**config.mk**
```make
export PLATFORM = sky130hd
export DESIGN_NAME = ilbs_fifo
export DESIGN_NICKNAME = d
export VERILOG_FILES = /design/src/sv/ilbs_fifo.sv
export SDC_FILE = /design/constraint.sdc
export NUM_CORES = 1
export LEC_CHECK = 0
export ABC_AREA = 1
export ABC_CLOCK_PERIOD_IN_PS = 1400
export BUFFER_PORTS_ARGS = -buffer_cell sky130_fd_sc_hd__buf_2
export CAP_MARGIN = 15
export CORE_MARGIN = 1.5
export CORE_UTILIZATION = 44
export DETAILED_ROUTE_END_ITERATION = 8
export GPL_TIMING_DRIVEN = 0
export PLACE_DENSITY = 0.8
export SYNTH_ARGS = -nofsm -noshare
export SYNTH_HDL_FRONTEND = slang
export SYNTH_SLANG_ARGS = --single-unit
```
**constraint.sdc**
```tcl
create_clock -name clk -period 1.4 [get_ports clk]
set_clock_uncertainty 0.15 [all_clocks]
set_input_delay 0.28 -clock clk [delete_from_list [all_inputs] [get_ports clk]]
set_output_delay 0.28 -clock clk [all_outputs]
set_load 0.1 [all_outputs]
```
**src/sv/ilbs_fifo.sv**
```systemverilog
// Small register queue used between the front, the back and the result port.
module ilbs_fifo #(
	parameter int WIDTH = 8,
	parameter int DEPTH = 2
) (
	input  logic             clk,
	input  logic             arst_n,
	input  logic             push,
	input  logic [WIDTH-1:0] wdata,
	output logic             full,
	input  logic             pop,
	output logic [WIDTH-1:0] rdata,
	output logic             empty
);

	localparam int PW   = (DEPTH > 1) ? $clog2(DEPTH) : 1;
	localparam int CNTW = $clog2(DEPTH + 1);

	logic [WIDTH-1:0] mem_q [DEPTH];
	logic [PW-1:0]    wp_q;
	logic [PW-1:0]    rp_q;
	logic [CNTW-1:0]  cnt_q;
	logic             do_push;
	logic             do_pop;

	assign full    = (cnt_q == CNTW'(DEPTH));
	assign empty   = (cnt_q == '0);
	assign do_push = push && !full;
	assign do_pop  = pop && !empty;
	assign rdata   = mem_q[rp_q];

	always_ff @(posedge clk or negedge arst_n) begin
		if (!arst_n) begin
			wp_q  <= '0;
			rp_q  <= '0;
			cnt_q <= '0;
		end else begin
			if (do_push) begin
				wp_q <= (wp_q == PW'(DEPTH - 1)) ? '0 : wp_q + 1'b1;
			end
			if (do_pop) begin
				rp_q <= (rp_q == PW'(DEPTH - 1)) ? '0 : rp_q + 1'b1;
			end
			if (do_push && !do_pop) begin
				cnt_q <= cnt_q + 1'b1;
			end else if (do_pop && !do_push) begin
				cnt_q <= cnt_q - 1'b1;
			end
		end
	end

	always_ff @(posedge clk) begin
		if (do_push) begin
			mem_q[wp_q] <= wdata;
		end
	end

endmodule

```
* Word level (Yosys, flattened, before mapping) *
Memory sizes are Yosys's and may differ from the RTL's.
Index checks and enable logic that the tools add are counted.

word-level totals
  RAM bits = 16
  output and inout port bits = 10
  memories = 1
  bits in latches = 0
  register bits after elaboration = 4
  ROM bits = 0
  word-level logic and storage cells = 25

memory list
  name   depth  width  rd ports  clocked after memory_dff  write ports  RTL line  RTL
  mem_q  2      8      1         0                         1            19        logic [WIDTH-1:0] mem_q [DEPTH];

cells by class
  equal/unequal tests = 1
  add/subtract/negate cells = 4
  reduce and logical (&&, ||, !) cells = 10
  multipliers = 0
  bitwise logic cells = 0
  shifts and indexed selects = 0
  divide/modulo/power cells = 0
  multiplexer cells = 6
  magnitude comparators = 0

operators by type and width
  kind                   number
  $logic_and A1 B1 Y1    4
  $logic_not A1 Y1       4
  $mux W1                4
  $mux W2                2
  $add A1 B1 Y1 const B  2
  $add A2 B1 Y2 const B  1
  $eq A2 B2 Y1 const B   1
  $logic_not A2 Y1       1
  $reduce_bool A2 Y1     1
  $sub A2 B1 Y2 const B  1

* Logic depth before layout (Yosys ltp) *
  depth after elaboration = 7
  depth in mapped cells = 9

* Worst setup path before layout *
OpenSTA, ideal clock, no wires.

  path kind = register to register
  start point = register cnt_q[0]
  end point = register rp_q
  path slack = -0.850 ns
  arrival = 1.981 ns
  stages on the path, launching flop included = 4
  data required time = 1.131 ns
  clock period less this slack = 2.250 ns
  path buffers = 0
  setup time = 0.119 ns
  cells stage by stage = dfrtp_1 > nor2_1 > nand3b_1 > nand2_1

on the way
  longest elaborated chain between the ends = 3

RTL lines
  item                    RTL line  RTL
  from (decl)             22        logic [CNTW-1:0] cnt_q;
  from (signal assigned)  45        cnt_q <= cnt_q + 1'b1;
  from (signal assigned)  47        cnt_q <= cnt_q - 1'b1;
  $logic_not A2 Y1        27        assign empty = (cnt_q == '0);
  net empty               13        output logic empty
  $logic_not A1 Y1        29        assign do_pop = pop && !empty;
  $logic_and A1 B1 Y1     29
  to (signal assigned)    42        rp_q <= (rp_q == PW'(DEPTH - 1)) ? '0 : rp_q + 1'b1;
  to (decl)               21        logic [PW-1:0] rp_q;

The timed path passes the listed nets, and every way through them passes these cells.
A chain may end at the register's enable or synchronous reset.

* Worst setup path after layout *
  start point = register rp_q
  end point = output port rdata[2]

on the way
  longest elaborated chain between the ends = 1

RTL lines
  item           RTL line  RTL
  $mem_v2 Z2 W8  -
  to (decl)      12        output logic [WIDTH-1:0] rdata,

Every way passes these cells.

==> results.tsv <==
stage	metric	value	unit
finish	Diodes inserted	0	
finish	FF+latch area	583	um2
route	WL final	1810	um
sta	Slew Limit Fails	0	
global_routing	total gr overflow	0	
synth	Post-Synthesis Cells	73	
placed_design	placed cell count	119	
flow_run	MaxCap Viol Count	0	
finish	Final Core Density	80.4	%
finish	FILL cells	114	
worst_setup_path	Worst Reg-to-Reg Cells	7	
die	die area	2110	um2
route	DR WL/cell	13.4	um
worst_setup_path	Critical-path top delay cell	dfrtp_1	
sta	max frequency	583	MHz
worst_setup_path	CP required	0.97	ns
route	DR iter-0 viols	15	
worst_setup_path	CP max stage delay	0.38	ns
route	Pre-antenna DRT Iters	4	
worst_setup_path	CP top delay family	buffers and inverters	
synth	cell taking the most area after synthesis	edfxtp_1	
worst_setup_path	flop-to-flop setup slack	-0.09	ns
synth	count of cell types in the netlist	14	
global_routing	first-pass GRT wire length	2680	um
clock_tree	CTS Sinks	20	
sta	RSZ-0062 raised after global routing	true	
sta	Period minus WS final	1.71	ns
clock_tree	root buffer cell	clkbuf_4	
worst_setup_path	CP arrival	1.28	ns
finish	Area growth, synth to finish	71.4	%
sta	Slew HR	86.6	%
synth	Seq/Total Area, Yosys	71.7	%
die	Die H	45.9	um
worst_setup_path	Crit. End Element	output pin	
route	vias post-DR	636	
sta	slew of the pin with the lowest slew margin	0.200	ns
placed_design	routability cong.	0.695	
worst_setup_path	Worst Path Buf+Inv	3	
finish	nets	124	
finish	Design Area, Final	1390	um2
global_routing	vias in the first global route	596	
clock_tree	clk buf depth	2	
placed_design	HPWL after DPL	1060	um
run_status	failing checks	setup timing	
synth	post-synth top area share	59.4	%
sta	final setup vio count	11	
worst_setup_path	largest fanout on the critical path	6	
global_routing	largest net degree at the start of global routing	12	
die	die span in x	45.9	um
clock_tree	TritonCTS Buffers	3	
finish	Multi-input gate area	343	um2
global_routing	initial antenna violation count	0	
placed_design	Post-DP Area	1020	um2
die	# rows	15	
global_routing	Total Routing Usage GR	19.2	%
clock_tree	H-tree levels	1	
die	num ports	22	
clock_tree	Clock Latency Late Sink	0.29	ns
worst_hold_path	Worst Hold Path Cells	1	
die	Placeable Area	1730	um2
placed_design	Port Buffers	21	
worst_setup_path	Stages on worst setup path	5	
finish	non-filler instance count after layout	135	
synth	Net Count, Synth	86	
route	via/cell ratio	4.71	
synth	synth top area cells	edfxtp_1 59%, nand2_1 15%, dfrtp_1 12%, inv_1 3.2%, ha_1 1.5%	
clock_tree	clock slew seen by the registers of the worst setup and hold paths	0.11	ns
route	post-route antenna net violation count	0	
route	DRC	0	
synth	yosys warns	0	
worst_hold_path	Worst Hold Class	in -> reg	
run_status	status	finished with violations	
worst_setup_path	crit path launch type	flop	
sta	Fin. Hold Viols	0	
synth	Post-Syn Area	810	um2
sta	setup ws final	-0.315	ns
synth	number of synthesized register bits	20	
worst_setup_path	crit path kind	reg -> out	
die	starting density of the core	46.9	%
clock_tree	CTS tree	done	
synth	Avg Cell Area, Syn	11.1	um2
worst_setup_path	crit-path cells	buf_6, clkinvlp_4, nand2_2, nand2_4, buf_12	
finish	layout cells sized above 1	62.7	%
sta	final worst path period share	122	%
==> flip-flops by register name, indices dropped and copies added, names as in the netlist <==
register and count:
wp_q 1, rp_q 1, mem_q 16, cnt_q 2
==> final cells by class <==
type | count | area share [%]
Buffer | 1 | 0.812
Clock buffer | 4 | 1.89
Inverter | 8 | 2.89
Multi-Input combinational cell | 44 | 24.7
Sequential cell | 20 | 42.0
Tap cell | 25 | 2.25
Timing Repair Buffer | 32 | 24.9
Timing Repair inverter | 1 | 0.541
==> what timing repair did <==
| item | in CTS | in global routing |
|---|---|---|
| gates cloned | 2 | 0 |
| setup buffers | 6 | 4 |
| endpoints found under the hold margin | 4 | 0 |
| pin swaps | 2 | 8 |
| resized for setup | 59 | 13 |
| hold buffers | 1 | 0 |
| setup endpoints to repair | 24 | 28 |
==> metrics by stage <==
stage	setup slack, ns	setup TNS (ns)	hold slack, ns
after floorplan	-0.433	-3.18	-0.166
after global placement	-0.286	-2.99	-0.0623
final	-0.315	-2.66	0.0193
after CTS	-0.297	-2.61	0.0161
after detailed placement	-0.325	-3.60	-0.0599
after global routing	-0.375	-3.32	0.00775
==> path summary, 6_finish.rpt <==
check,from,end
worst max-delay path,rp_q,rdata[2]
worst min-delay path,wdata[5],mem_q[1][5]
worst max register to register,cnt_q[0],cnt_q[1]
worst min register to register,wp_q,wp_q
max in group asynchronous,arst_n,cnt_q[1]
min in group asynchronous,arst_n,wp_q
==> cell families after synthesis <==
| kind of cell | after synthesis | synth area share (%) |
|---|---|---|
| AND/OR/NAND/NOR | 40 | 20.1 |
| flip-flops | 20 | 71.7 |
| XOR/XNOR | 1 | 1.08 |
| AO/OA/AOI/OAI | 2 | 1.24 |
| buffers and inverters | 9 | 4.33 |
| adder cells (fa/ha/maj) | 1 | 1.55 |
==> synth_stat cells <==
cell and number:
ha_1 1, nand3_1 1, nor2_2 2, o21ai_0 2
inv_1 7, edfxtp_1 16, nand2_1 33, buf_2 1
inv_2 1, xnor2_1 1, nor2_1 2, nand4_1 1
dfrtp_1 4, nand3b_1 1
==> cell usage in the layout, fill, tap and decap left out, drive strengths merged <==
cell / synthesis / layout
clkinvlp: 0 / 1
o21ai: 2 / 2
inv: 8 / 7
dfrtp: 4 / 4
nand2: 33 / 33
nand3: 1 / 1
edfxtp: 16 / 16
xnor2: 1 / 1
nor2: 4 / 4
clkbuf: 0 / 4
clkinv: 0 / 1
buf: 1 / 32
ha: 1 / 1
nand3b: 1 / 1
dlygate4sd3: 0 / 1
nand4: 1 / 1
==> metal layers <==
layer	track usage (%)	wire (um)	vias up
met5	0	0	-
met4	5.14	38	0
met2	35.6	1030	20
met3	3.57	67	4
met1	22.3	677	303
li1	-	-	309
==> worst register-to-register path: stages, from the launching register on <==
cell and delay [ns]:
dfrtp_2 0.49, buf_6 0.15, o21ai_4 0.16, ha_4 0.23, inv_2 0.06, nand3_2 0.05, nand2_1 0.06, nand2_1 0.04
Power is not shown: default switching activity piles up to over one toggle a cycle in this logic, so the estimate is an artifact.
