**src/sv/ilbs_pkg.sv**
```systemverilog
// Shared types, constants and helper functions of the integer lattice Boltzmann step block.
package ilbs_pkg;

	localparam int GRID_COLUMNS_DEF = 64;
	localparam int GRID_ROWS_DEF    = 32;
	localparam int NDIR             = 9;
	localparam int MASS_W           = 56;
	localparam int VALUE_W          = 40;
	localparam int QUEUE_DEPTH      = 2;

	// Reciprocal of nine for narrow values: floor(v / 9) == (v * 57) >> 9 for v < 144.
	localparam int DIV9_RECIP = 57;
	localparam int DIV9_SHIFT = 9;

	typedef enum logic [1:0] {
		ACT_WRITE = 2'd0,
		ACT_STEP  = 2'd1,
		ACT_READ  = 2'd2,
		ACT_NONE  = 2'd3
	} action_t;

	typedef enum logic [1:0] {
		OP_WRITE,
		OP_STEP,
		OP_READ,
		OP_REJECT
	} op_t;

	typedef enum logic [2:0] {
		ST_CLEAR,
		ST_IDLE,
		ST_ACC_DONE,
		ST_STEP_RD,
		ST_STEP_SUM,
		ST_STEP_DIV,
		ST_STEP_WR
	} state_t;

	typedef struct packed {
		logic [1:0]         action;
		logic [5:0]         cell_x;
		logic [4:0]         cell_y;
		logic [3:0]         direction;
		logic [VALUE_W-1:0] mass_value;
	} in_item_t;

	typedef struct packed {
		logic [MASS_W-1:0] read_mass;
		logic [MASS_W-1:0] grid_mass;
		logic              status;
	} out_item_t;

	typedef struct packed {
		op_t                op;
		logic [5:0]         cell_x;
		logic [4:0]         cell_y;
		logic [3:0]         direction;
		logic [VALUE_W-1:0] mass_value;
	} cmd_t;

	typedef struct packed {
		logic empty;
		cmd_t cmd;
	} cmd_port_t;

	typedef struct packed {
		logic clearing;
		logic cmd_pop;
	} back_ctl_t;

	// Lattice tables: reversed direction and unit steps of the nine populations.
	localparam logic [3:0] FLIP [NDIR] = '{4'd0, 4'd3, 4'd4, 4'd1, 4'd2, 4'd7, 4'd8, 4'd5, 4'd6};
	localparam logic signed [1:0] STEP_X [NDIR] =
		'{2'sb00, 2'sb01, 2'sb00, 2'sb11, 2'sb00, 2'sb01, 2'sb11, 2'sb11, 2'sb01};
	localparam logic signed [1:0] STEP_Y [NDIR] =
		'{2'sb00, 2'sb00, 2'sb01, 2'sb00, 2'sb11, 2'sb01, 2'sb01, 2'sb11, 2'sb11};

	// One radix-16 digit of a division by nine: returns {quotient digit, new remainder}.
	function automatic logic [7:0] div9_digit(input logic [3:0] rem, input logic [3:0] nib);
		logic [7:0]  v;
		logic [12:0] p;
		logic [3:0]  q;
		logic [3:0]  r;
		v = {rem, nib};
		p = 13'(v) * 13'(DIV9_RECIP);
		q = p[12:DIV9_SHIFT];
		r = 4'(v - 8'(q) * 8'd9);
		return {q, r};
	endfunction

endpackage

```
**src/sv/ilbs_fifo.sv**
```systemverilog
// Small register queue used between the front, the back and the result port.
module ilbs_fifo #(
	parameter int WIDTH = 8,
	parameter int DEPTH = 2
) (
	input  logic             clk,
	input  logic             arst_n,
	input  logic             push,
	input  logic [WIDTH-1:0] wdata,
	output logic             full,
	input  logic             pop,
	output logic [WIDTH-1:0] rdata,
	output logic             empty
);

	localparam int PW   = (DEPTH > 1) ? $clog2(DEPTH) : 1;
	localparam int CNTW = $clog2(DEPTH + 1);

	logic [WIDTH-1:0] mem_q [DEPTH];
	logic [PW-1:0]    wp_q;
	logic [PW-1:0]    rp_q;
	logic [CNTW-1:0]  cnt_q;
	logic             do_push;
	logic             do_pop;

	assign full    = (cnt_q == CNTW'(DEPTH));
	assign empty   = (cnt_q == '0);
	assign do_push = push && !full;
	assign do_pop  = pop && !empty;
	assign rdata   = mem_q[rp_q];

	always_ff @(posedge clk or negedge arst_n) begin
		if (!arst_n) begin
			wp_q  <= '0;
			rp_q  <= '0;
			cnt_q <= '0;
		end else begin
			if (do_push) begin
				wp_q <= (wp_q == PW'(DEPTH - 1)) ? '0 : wp_q + 1'b1;
			end
			if (do_pop) begin
				rp_q <= (rp_q == PW'(DEPTH - 1)) ? '0 : rp_q + 1'b1;
			end
			if (do_push && !do_pop) begin
				cnt_q <= cnt_q + 1'b1;
			end else if (do_pop && !do_push) begin
				cnt_q <= cnt_q - 1'b1;
			end
		end
	end

	always_ff @(posedge clk) begin
		if (do_push) begin
			mem_q[wp_q] <= wdata;
		end
	end

endmodule

```
**src/sv/ilbs_front.sv**
```systemverilog
// Front part: checks and classifies incoming requests and queues them as commands.
module ilbs_front import ilbs_pkg::*; #(
	parameter int GRID_COLUMNS = GRID_COLUMNS_DEF,
	parameter int GRID_ROWS    = GRID_ROWS_DEF
) (
	input  logic      clk,
	input  logic      arst_n,
	input  logic      push,
	input  in_item_t  item,
	output logic      full,
	input  back_ctl_t ctl,
	output cmd_port_t cmd_out
);

	logic q_full;
	logic in_grid;
	logic on_wall;
	cmd_t cmd_in;

	always_comb begin
		in_grid = ({1'b0, item.cell_x} < 7'(GRID_COLUMNS)) &&
		          ({1'b0, item.cell_y} < 6'(GRID_ROWS)) &&
		          (item.direction < 4'(NDIR));
		on_wall = (item.cell_x == '0) || (item.cell_y == '0) ||
		          ({1'b0, item.cell_x} == 7'(GRID_COLUMNS - 1)) ||
		          ({1'b0, item.cell_y} == 6'(GRID_ROWS - 1));
		cmd_in.cell_x     = item.cell_x;
		cmd_in.cell_y     = item.cell_y;
		cmd_in.direction  = item.direction;
		cmd_in.mass_value = item.mass_value;
		case (item.action)
			ACT_STEP:  cmd_in.op = OP_STEP;
			ACT_WRITE: cmd_in.op = (in_grid && !on_wall) ? OP_WRITE : OP_REJECT;
			ACT_READ:  cmd_in.op = (in_grid && !on_wall) ? OP_READ : OP_REJECT;
			default:   cmd_in.op = OP_REJECT;
		endcase
	end

	// No request is taken while the store is being cleared.
	assign full = q_full || ctl.clearing;

	ilbs_fifo #(
		.WIDTH($bits(cmd_t)),
		.DEPTH(QUEUE_DEPTH)
	) u_cmd_q (
		.clk   (clk),
		.arst_n(arst_n),
		.push  (push && !ctl.clearing),
		.wdata (cmd_in),
		.full  (q_full),
		.pop   (ctl.cmd_pop),
		.rdata (cmd_out.cmd),
		.empty (cmd_out.empty)
	);

endmodule

```
**config.mk**
```make
export PLATFORM = sky130hd
export DESIGN_NAME = ilbs_front
export DESIGN_NICKNAME = d
export VERILOG_FILES = /design/src/sv/ilbs_pkg.sv /design/src/sv/ilbs_fifo.sv /design/src/sv/ilbs_front.sv
export SDC_FILE = /design/constraint.sdc
export NUM_CORES = 1
export LEC_CHECK = 0
export BUFFER_PORTS_ARGS = -buffer_cell sky130_fd_sc_hd__buf_2
export CORE_MARGIN = 1
export CORE_UTILIZATION = 49
export CTS_BUF_LIST = sky130_fd_sc_hd__clkbuf_4 sky130_fd_sc_hd__clkbuf_8
export CTS_CLUSTER_DIAMETER = 150
export DETAILED_ROUTE_END_ITERATION = 6
export PLACE_DENSITY = 0.85
export SYNTH_ARGS = -nofsm -noshare
export SYNTH_HDL_FRONTEND = slang
export SYNTH_SLANG_ARGS = --single-unit
```
**constraint.sdc**
```tcl
create_clock -name clk -period 3.8 [get_ports clk]
set_clock_uncertainty 0.2 [all_clocks]
set_input_delay 0.76 -clock clk [delete_from_list [all_inputs] [get_ports clk]]
set_output_delay 0.76 -clock clk [all_outputs]
set_load 0.1 [all_outputs]
```
; ---- After elaboration in Yosys (flattened, before gate mapping)
; Memory sizes are Yosys's and may differ from the RTL's.
; Cells that the tools add are included.
[word_totals]
mem_bits_rw = 114
word_cells = 44
ff_bits = 4
in_bits = 62
out_inout_bits = 59
mem_count = 1
[memory_table]
columns = name, depth, word_bits, read_ports, rd_clocked_by_memory_dff, wr, line_no
row1 = u_cmd_q.mem_q, 2, 57, 1, 0, 1, ilbs_fifo.sv:19  ; logic [WIDTH-1:0] mem_q [DEPTH];
[op_classes]
magnitude_cmp = 1
n_reduce_logical = 21
n_addsub = 4
eq_ne = 5
muxes = 9
[ops]
columns = cell, n
row1 = $eq A6 B6 Y1 const B, 1
row2 = $logic_and A1 B1 Y1, 6
row3 = $logic_not A1 Y1, 6
row4 = $logic_not A6 Y1, 1
row5 = $mux W2, 3
row6 = $pmux W2 S3, 1
row7 = $eq A5 B5 Y1 const B, 1
row8 = $logic_not A5 Y1, 1
row9 = $mux W1, 5
row10 = $eq A2 B2 Y1 const B, 2
row11 = $logic_not A2 Y1, 2
row12 = $logic_or A1 B1 Y1, 4
row13 = $lt A4 B4 Y1 const B, 1
row14 = $add A1 B1 Y1 const B, 2
row15 = $add A2 B1 Y2 const B, 1
row16 = $eq A2 B1 Y1 const B, 1
row17 = $reduce_bool A2 Y1, 1
row18 = $sub A2 B1 Y2 const B, 1

; ---- Logic depth before layout (Yosys ltp)
; Gate-level depths: netlist (run 1).
[logic_depth]
depth_word = 8
mapped_depth = 7
ltp_nobuf = 7

; ---- Hierarchy
; Synthesis (run 1) repeated with hierarchy kept, for this count alone.
[hier_totals]
cells_unflattened = 211
area_unflattened_um2 = 4495.6
[by_module_without_submodules]
columns = module, seq_area_each_um2, instances, cells_per_inst, area_each_um2
row1 = ilbs_fifo, 3523.4, 1, 196, 4385.5
row2 = ilbs_front, 0.0, 1, 15, 110.1

; ---- Worst setup path before layout (run 1)
; OpenSTA, ideal clock, no wires.
[synth_path]
path_type = input -> register
startpoint = input ctl[1] (netlist name)
endpoint = memory u_cmd_q.mem_q[0][0] (netlist name) (enable)
t_arrival_ns = 3.364
cell_stages = 3
path_buffers = 0
slack_ns = -0.236
required_time_ns = 3.128
setup_ns = 0.472
path_cell_list = inv_1 > o211ai_1 > nor2_1
[synth_via]
elab_chain_cells = 5
[synth_lines]
columns = item, line_no
row1 = start: declaration, ilbs_front.sv:11  ; input back_ctl_t ctl,
row2 = $logic_not A1 Y1, ilbs_front.sv:48  ; .push (push && !ctl.clearing),
row3 = $logic_and A1 B1 Y1, ilbs_front.sv:48
row4 = $logic_and A1 B1 Y1, ilbs_fifo.sv:28  ; assign do_push = push && !full;
row5 = $mux W1, ilbs_fifo.sv:53  ; if (do_push) begin
row6 = $mux W1 (not written as such), ilbs_fifo.sv:54  ; mem_q[wp_q] <= wdata;
row7 = end: declaration, ilbs_fifo.sv:19
; No other way between the ends.

==> key figures, run 1 <==
Critical path
  • Crit end category: output pin
  • Worst EP required: 2.84 ns
  • Crit path kind: register to output pin
  • Worst-path maximum fanout: 29
  • Worst reg2reg path depth: 4
  • Critical Path Source Type: register
  • Critical Path AT: 1.87 ns

Floorplanning
  • Die W: 97.76 um
  • Die Y-Extent: 97.76 um
  • Die area: 9556 sq um
  • Io pins: 121
  • Site Rows: 34
  • Starting Density: 51.02%
  • CORE AREA: 8806 sq um

Clocking
  • Max Buffers Root-to-Sink: 2
  • # clock sinks: 118
  • Total CTS buffers: 17
  • Clk_lat worst skew: 0.40 ns
  • Clk root buf: clkbuf_8
  • Postcts setup bufs: 0
  • CTS tree: yes
  • Worst-path clk slew: 0.07 ns
  • H-Tree Depth: 4

STA
  • WHS: 0.3408 ns
  • Setup TNS: 0 ns
  • Final hold vios: 0
  • Setup violators final: 0
  • Post-route minimum period: 2.827 ns
  • Pins Over Slew Limit: 0
  • Tcrit/Tclk final: 74.39%
  • Least-Margin Pin Slew: 0.7174 ns
  • Slew headroom: 52.17%
  • RSZ-0062 raised after global routing: false
  • Fmax: 353.8 MHz

Synthesis
  • Syn avg cell area: 21.09 sq um
  • Largest family of logic cells by synthesized area: multiplexers
  • Syn Inst Count: 213
  • Synthesized net count: 276
  • Post-synth top area cell: edfxtp_1
  • Yosys reg bits: 118
  • Synth Warn #: 0
  • Post-synthesis cell area: 4493 sq um
  • Post-synthesis sequential area ratio: 78.42%
  • Post-synthesis compound-gate area fraction: 1.030%
  • Multiplexer area fraction after synthesis: 16.18%
  • Synth cell types: 25
  • Post-synthesis xor/xnor area fraction: 0.9747%
  • Yosys top cell area share: 76.19%
  • Adder-Cell Fraction of Synth Area: 0.2785%
  • Simple-gate portion of the synthesized area: 1.448%
  • Synth top area cells: edfxtp_1 76%, mux2_2 9.3%, mux2_4 6.7%

Detailed routing
  • Final WL: 7.267 mm
  • Drt first pass iters: 6
  • DRC viols: 18
  • Via density per instance: 5.051
  • DRT iter0 DRCs: 134
  • Via count: 2374
  • Routed wire per std cell: 15.46 um
  • Routed Antenna Nets: 0

GRT
  • First-pass GRT wire length: 11.69 mm
  • GRT overflow: 0
  • Vias in the first global route: 2456
  • Initial antenna violation count: 0
  • GRT Total Usage: 16.42%
  • Largest net degree at the start of global routing: 31

Cells and area
  • Area delta synth->final: 25.12%
  • Most common cell after layout, fill and taps aside: buf_2
  • Post-layout nets: 414
  • Layout cells sized above 1: 58.84%
  • Commonest cells after routing, fill and taps aside: 120 x buf_2, 114 x edfxtp_1, 37 x mux2_2, 20 x mux2_4, 17 x clkbuf_8
  • ANT cells: 0
  • Non-filler cells in the finished layout: 470

Min path
  • Hold path cells: 1
  • Hold Crit Class: input port to register

Place
  • Number of buffers added on ports: 120
  • Post-Place Cells: 439
  • Hpwl dp: 4.863 mm
  • GPL Wtd Cong: 0.7188

Status
  • Status: complete, but fails checks
  • Failing checks: DRC

Job
  • Max-cap check violation count: 0
[sequential cells by signal, indices dropped and copies added, names as in the netlist]
signal / flops
u_cmd_q.cnt_q: 2
u_cmd_q.mem_q: 114
u_cmd_q.rp_q: 1
u_cmd_q.wp_q: 1
[cell usage after synthesis]
cell,instances
a2bb2oi_1,1
a32oi_1,1
and3_1,1
and4_1,1
buf_2,3
buf_4,1
buf_6,3
dfrtp_1,4
edfxtp_1,114
ha_1,1
inv_1,5
mux2_2,37
mux2_4,20
mux2i_1,1
nand2_1,1
nand3_1,1
nand4_1,1
nor2_1,6
nor4_1,2
o211ai_1,1
o21a_1,1
o21ai_0,1
o31a_1,1
xnor2_1,4
xor2_1,1
[cells by family (layout without fill, tap and decap cells)]
logic type	after synthesis	after routing
flops	118	118
mux	58	58
simple gates	13	13
buf+inv	12	161
compound gates	6	6
xor+xnor	5	5
fa+ha+maj	1	1
[timing repair]
item                                   in CTS  in global routing
endpoints found under the hold margin       4                  0
gates resized for setup                     0                  0
hold buffers                                1                  0
[final timing paths]
path | start | end | slack [ns]
worst max register to register | u_cmd_q.cnt_q[1] | u_cmd_q.mem_q[1][47] | 1.64
worst min-delay path | item[35] | u_cmd_q.mem_q[1][35] | 0.34
worst max-delay path | u_cmd_q.rp_q | cmd_out[4] | 0.97
max in group asynchronous | arst_n | u_cmd_q.rp_q | 2.77
worst min register to register | u_cmd_q.wp_q | u_cmd_q.wp_q | 0.36
min in group asynchronous | arst_n | u_cmd_q.cnt_q[1] | 0.50
[layout make-up]
class	count	area, sq um
flip-flops and latches	118	3525
fillers	633	3184
multi-input cells	83	903.4
repair buffers	126	660.6
clock buffers	18	241.5
clock inverters	12	137.6
well taps	108	135.1
inverters	5	18.77
[metal layers]
| metal | share of wire, % | track usage (%) |
|---|---|---|
| met1 | 43 | 20.13 |
| met2 | 49 | 26.57 |
| met3 | 5.6 | 5.011 |
| met4 | 1.7 | 8.392 |
| met5 | 0 | 0 |
[stage by stage]
stage	area [sq um]	setup slack (ns)	util, %
after floorplan	4496	0.7090	-
after global placement	5233	1.280	59.42
after detailed placement	5233	1.227	59.42
after CTS	5622	0.9276	63.84
after global routing	5622	0.8767	63.84
final	5622	0.9732	63.84
[critical path, stage by stage (launching register included)]
cell	delay, ns
dfrtp_2	0.35
buf_4	0.39
mux2_2	0.41
buf_2	0.30
Power of run 1 is not shown: default switching activity piles up to over one toggle a cycle in this logic, so the estimate is an artifact.
==> run 2: changes to the inputs <==
Settings changed: CORE_UTILIZATION 49 to 54, PLACE_DENSITY 0.85 to 0.89.
Clock period 3.8 ns to 2.75 ns, I/O delays scaled along.
==> run 2 against run 1 <==
  * The run now ends clean
  * Count of clock-buffer cells in the layout unchanged
  * Via count up 0.76%
  * Design area rose by 0.29%
  * Cell count fell by 1.3%
  * Non-clock buffer count did not move
  * Worst hold slack lost 0.22 ns
  * Critical path depth is the same
  * Core utilization increased by 7.6 points
  * Sequential share of layout area down 0.18 points
  * Critical endpoint is now cmd_out[51]
  * Highest routed layer unchanged
==> key figures, run 2 (synthesis gave the netlist of run 1 again) <==
Critical path
  • Worst setup path startpoint: u_cmd_q.rp_q (unchanged)
  • Worst EP required: 2.00 ns (was 2.84 ns)
  • Worst-path maximum fanout: 58 (was 29)
  • Critical Path AT: 1.80 ns (was 1.87 ns)
  • Crit end category: output pin (unchanged)
  • Critical Path Source Type: register (unchanged)
  • Flop-to-flop setup slack: 0.88 ns (was 1.64 ns)
  • FF-to-FF Start: u_cmd_q.cnt_q[0] (was u_cmd_q.cnt_q[1])
  • Crit path kind: register to output pin (unchanged)

Cells and area
  • Most flops, register: u_cmd_q.mem_q (unchanged)
  • Register area: 3525 sq um (unchanged)
  • Layout fillers: 513 (was 633)
  • Max FFs per register: 114 (unchanged)
  • Post-layout nets: 414 (unchanged)
  • Commonest cells after routing, fill and taps aside: 120 x buf_2, 114 x edfxtp_1, 37 x mux2_2, 20 x mux2_4, 17 x clkbuf_8 (unchanged)
  • Area delta synth->final: 25.48% (was 25.12%)
  • Top Registers: u_cmd_q.mem_q: 114 flops, u_cmd_q.cnt_q: 2 flops (unchanged)
  • Footprint of the multi-input gates: 903.4 sq um (unchanged)
  • ANT cells: 0 (unchanged)
  • Most common cell after layout, fill and taps aside: buf_2 (unchanged)
  • Layout cells sized above 1: 58.29% (was 58.84%)

GRT
  • Initial antenna violation count: 0 (unchanged)
  • GRT Total Usage: 18.22% (was 16.42%)
  • GRT overflow: 0 (unchanged)
  • Largest net degree at the start of global routing: 59 (was 31)
  • First-pass GRT wire length: 11.15 mm (was 11.69 mm)
  • Vias in the first global route: 2342 (was 2456)

Detailed routing
  • Drt first pass iters: 4 (was 6)
  • Routed wire per std cell: 16.22 um (was 15.46 um)
  • DRT iter0 DRCs: 102 (was 134)
  • Routed Antenna Nets: 0 (unchanged)
  • Via density per instance: 5.155 (was 5.051)
  • DRC viols: 0 (was 18)
  • Via count: 2392 (was 2374)
  • Final WL: 7.526 mm (was 7.267 mm)

Clocking
  • H-Tree Depth: 4 (unchanged)
  • # clock sinks: 118 (unchanged)
  • CTS tree: yes (unchanged)
  • Clk root buf: clkbuf_8 (unchanged)
  • Resized cells post-CTS: 0 (unchanged)
  • Postcts setup bufs: 0 (unchanged)
  • Worst-path clk slew: 0.06 ns (was 0.07 ns)
  • Total CTS buffers: 17 (unchanged)
  • Clk_lat worst skew: 0.41 ns (was 0.40 ns)
  • Hold_buf cts: 1 (unchanged)
  • Max Buffers Root-to-Sink: 2 (unchanged)

Place
  • Number of buffers added on ports: 120 (unchanged)
  • GPL Wtd Cong: 0.7256 (was 0.7188)
  • Hpwl dp: 5.051 mm (was 4.863 mm)

STA
  • Setup violators final: 0 (unchanged)
  • Setup TNS: 0 ns (unchanged)
  • Post-route minimum period: 2.550 ns
  • RSZ-0062 raised after global routing: false (unchanged)
  • Final hold vios: 0 (unchanged)
  • Pins Over Slew Limit: 0 (unchanged)
  • Slew headroom: 67.12% (was 52.17%)
  • Fmax: 392.1 MHz
  • WHS: 0.1248 ns (was 0.3408 ns)
  • Least-Margin Pin Slew: 0.4966 ns (was 0.7174 ns)
  • Tcrit/Tclk final: 92.75%

Job
  • Max-cap check violation count: 0 (unchanged)

Min path
  • Hold Crit Class: input port to register (unchanged)
  • Worst Hold Launch: item[30] (was item[35])

Floorplanning
  • Die area: 8689 sq um (was 9556 sq um)
  • Site Rows: 32 (was 34)
  • Io pins: 121 (unchanged)
  • Starting Density: 56.96% (was 51.02%)
  • Die W: 93.22 um (was 97.76 um)
  • CORE AREA: 7888 sq um (was 8806 sq um)
  • Die Y-Extent: 93.22 um (was 97.76 um)

Status
  • Status: finished clean (was complete, but fails checks)
-- run 2: area by class of cell --
cell class	count	share of cell area, %
Sequential cell	118	62.52
Tap cell	102	2.264
Clock buffer	18	4.283
Multi-Input combinational cell	83	16.02
Clock inverter	12	2.863
Timing Repair Buffer	126	11.72
Inverter	5	0.3329
-- run 2: path summary, 6_finish.rpt --
path                       cells past startpoint                    to
max in group asynchronous                      2          u_cmd_q.rp_q
min in group asynchronous                      2      u_cmd_q.cnt_q[0]
min reg2reg                                    1          u_cmd_q.wp_q
max                                            3           cmd_out[51]
min                                            1  u_cmd_q.mem_q[1][30]
max reg2reg                                    5      u_cmd_q.cnt_q[1]
-- run 2: metrics by stage --
step	util, %	instances	setup slack (ns)	instance area [sq um]
after floorplan	-	213	0.005380	4501
after detailed placement	66.24	433	0.6235	5225
final	71.48	464	0.1995	5638
after global placement	66.24	433	0.6237	5225
after global routing	71.48	464	0.1277	5638
after CTS	71.48	464	0.1691	5638
-- run 2: per-layer routing --
metal  up-vias  track usage [%]  wire length (um)
li1       1121                -                 -
met1      1154            21.00              2975
met2       102            30.58              3972
met3        15            5.366               418
met4         0            10.00               160
met5         -                0                 0
-- run 2: worst max-delay path, cell delays in order (launching register included) --
cell and delay (ns):
dfrtp_2 0.37, buf_12 0.32, mux2_2 0.39, buf_2 0.29
Power of run 2 is left out for the same reason.
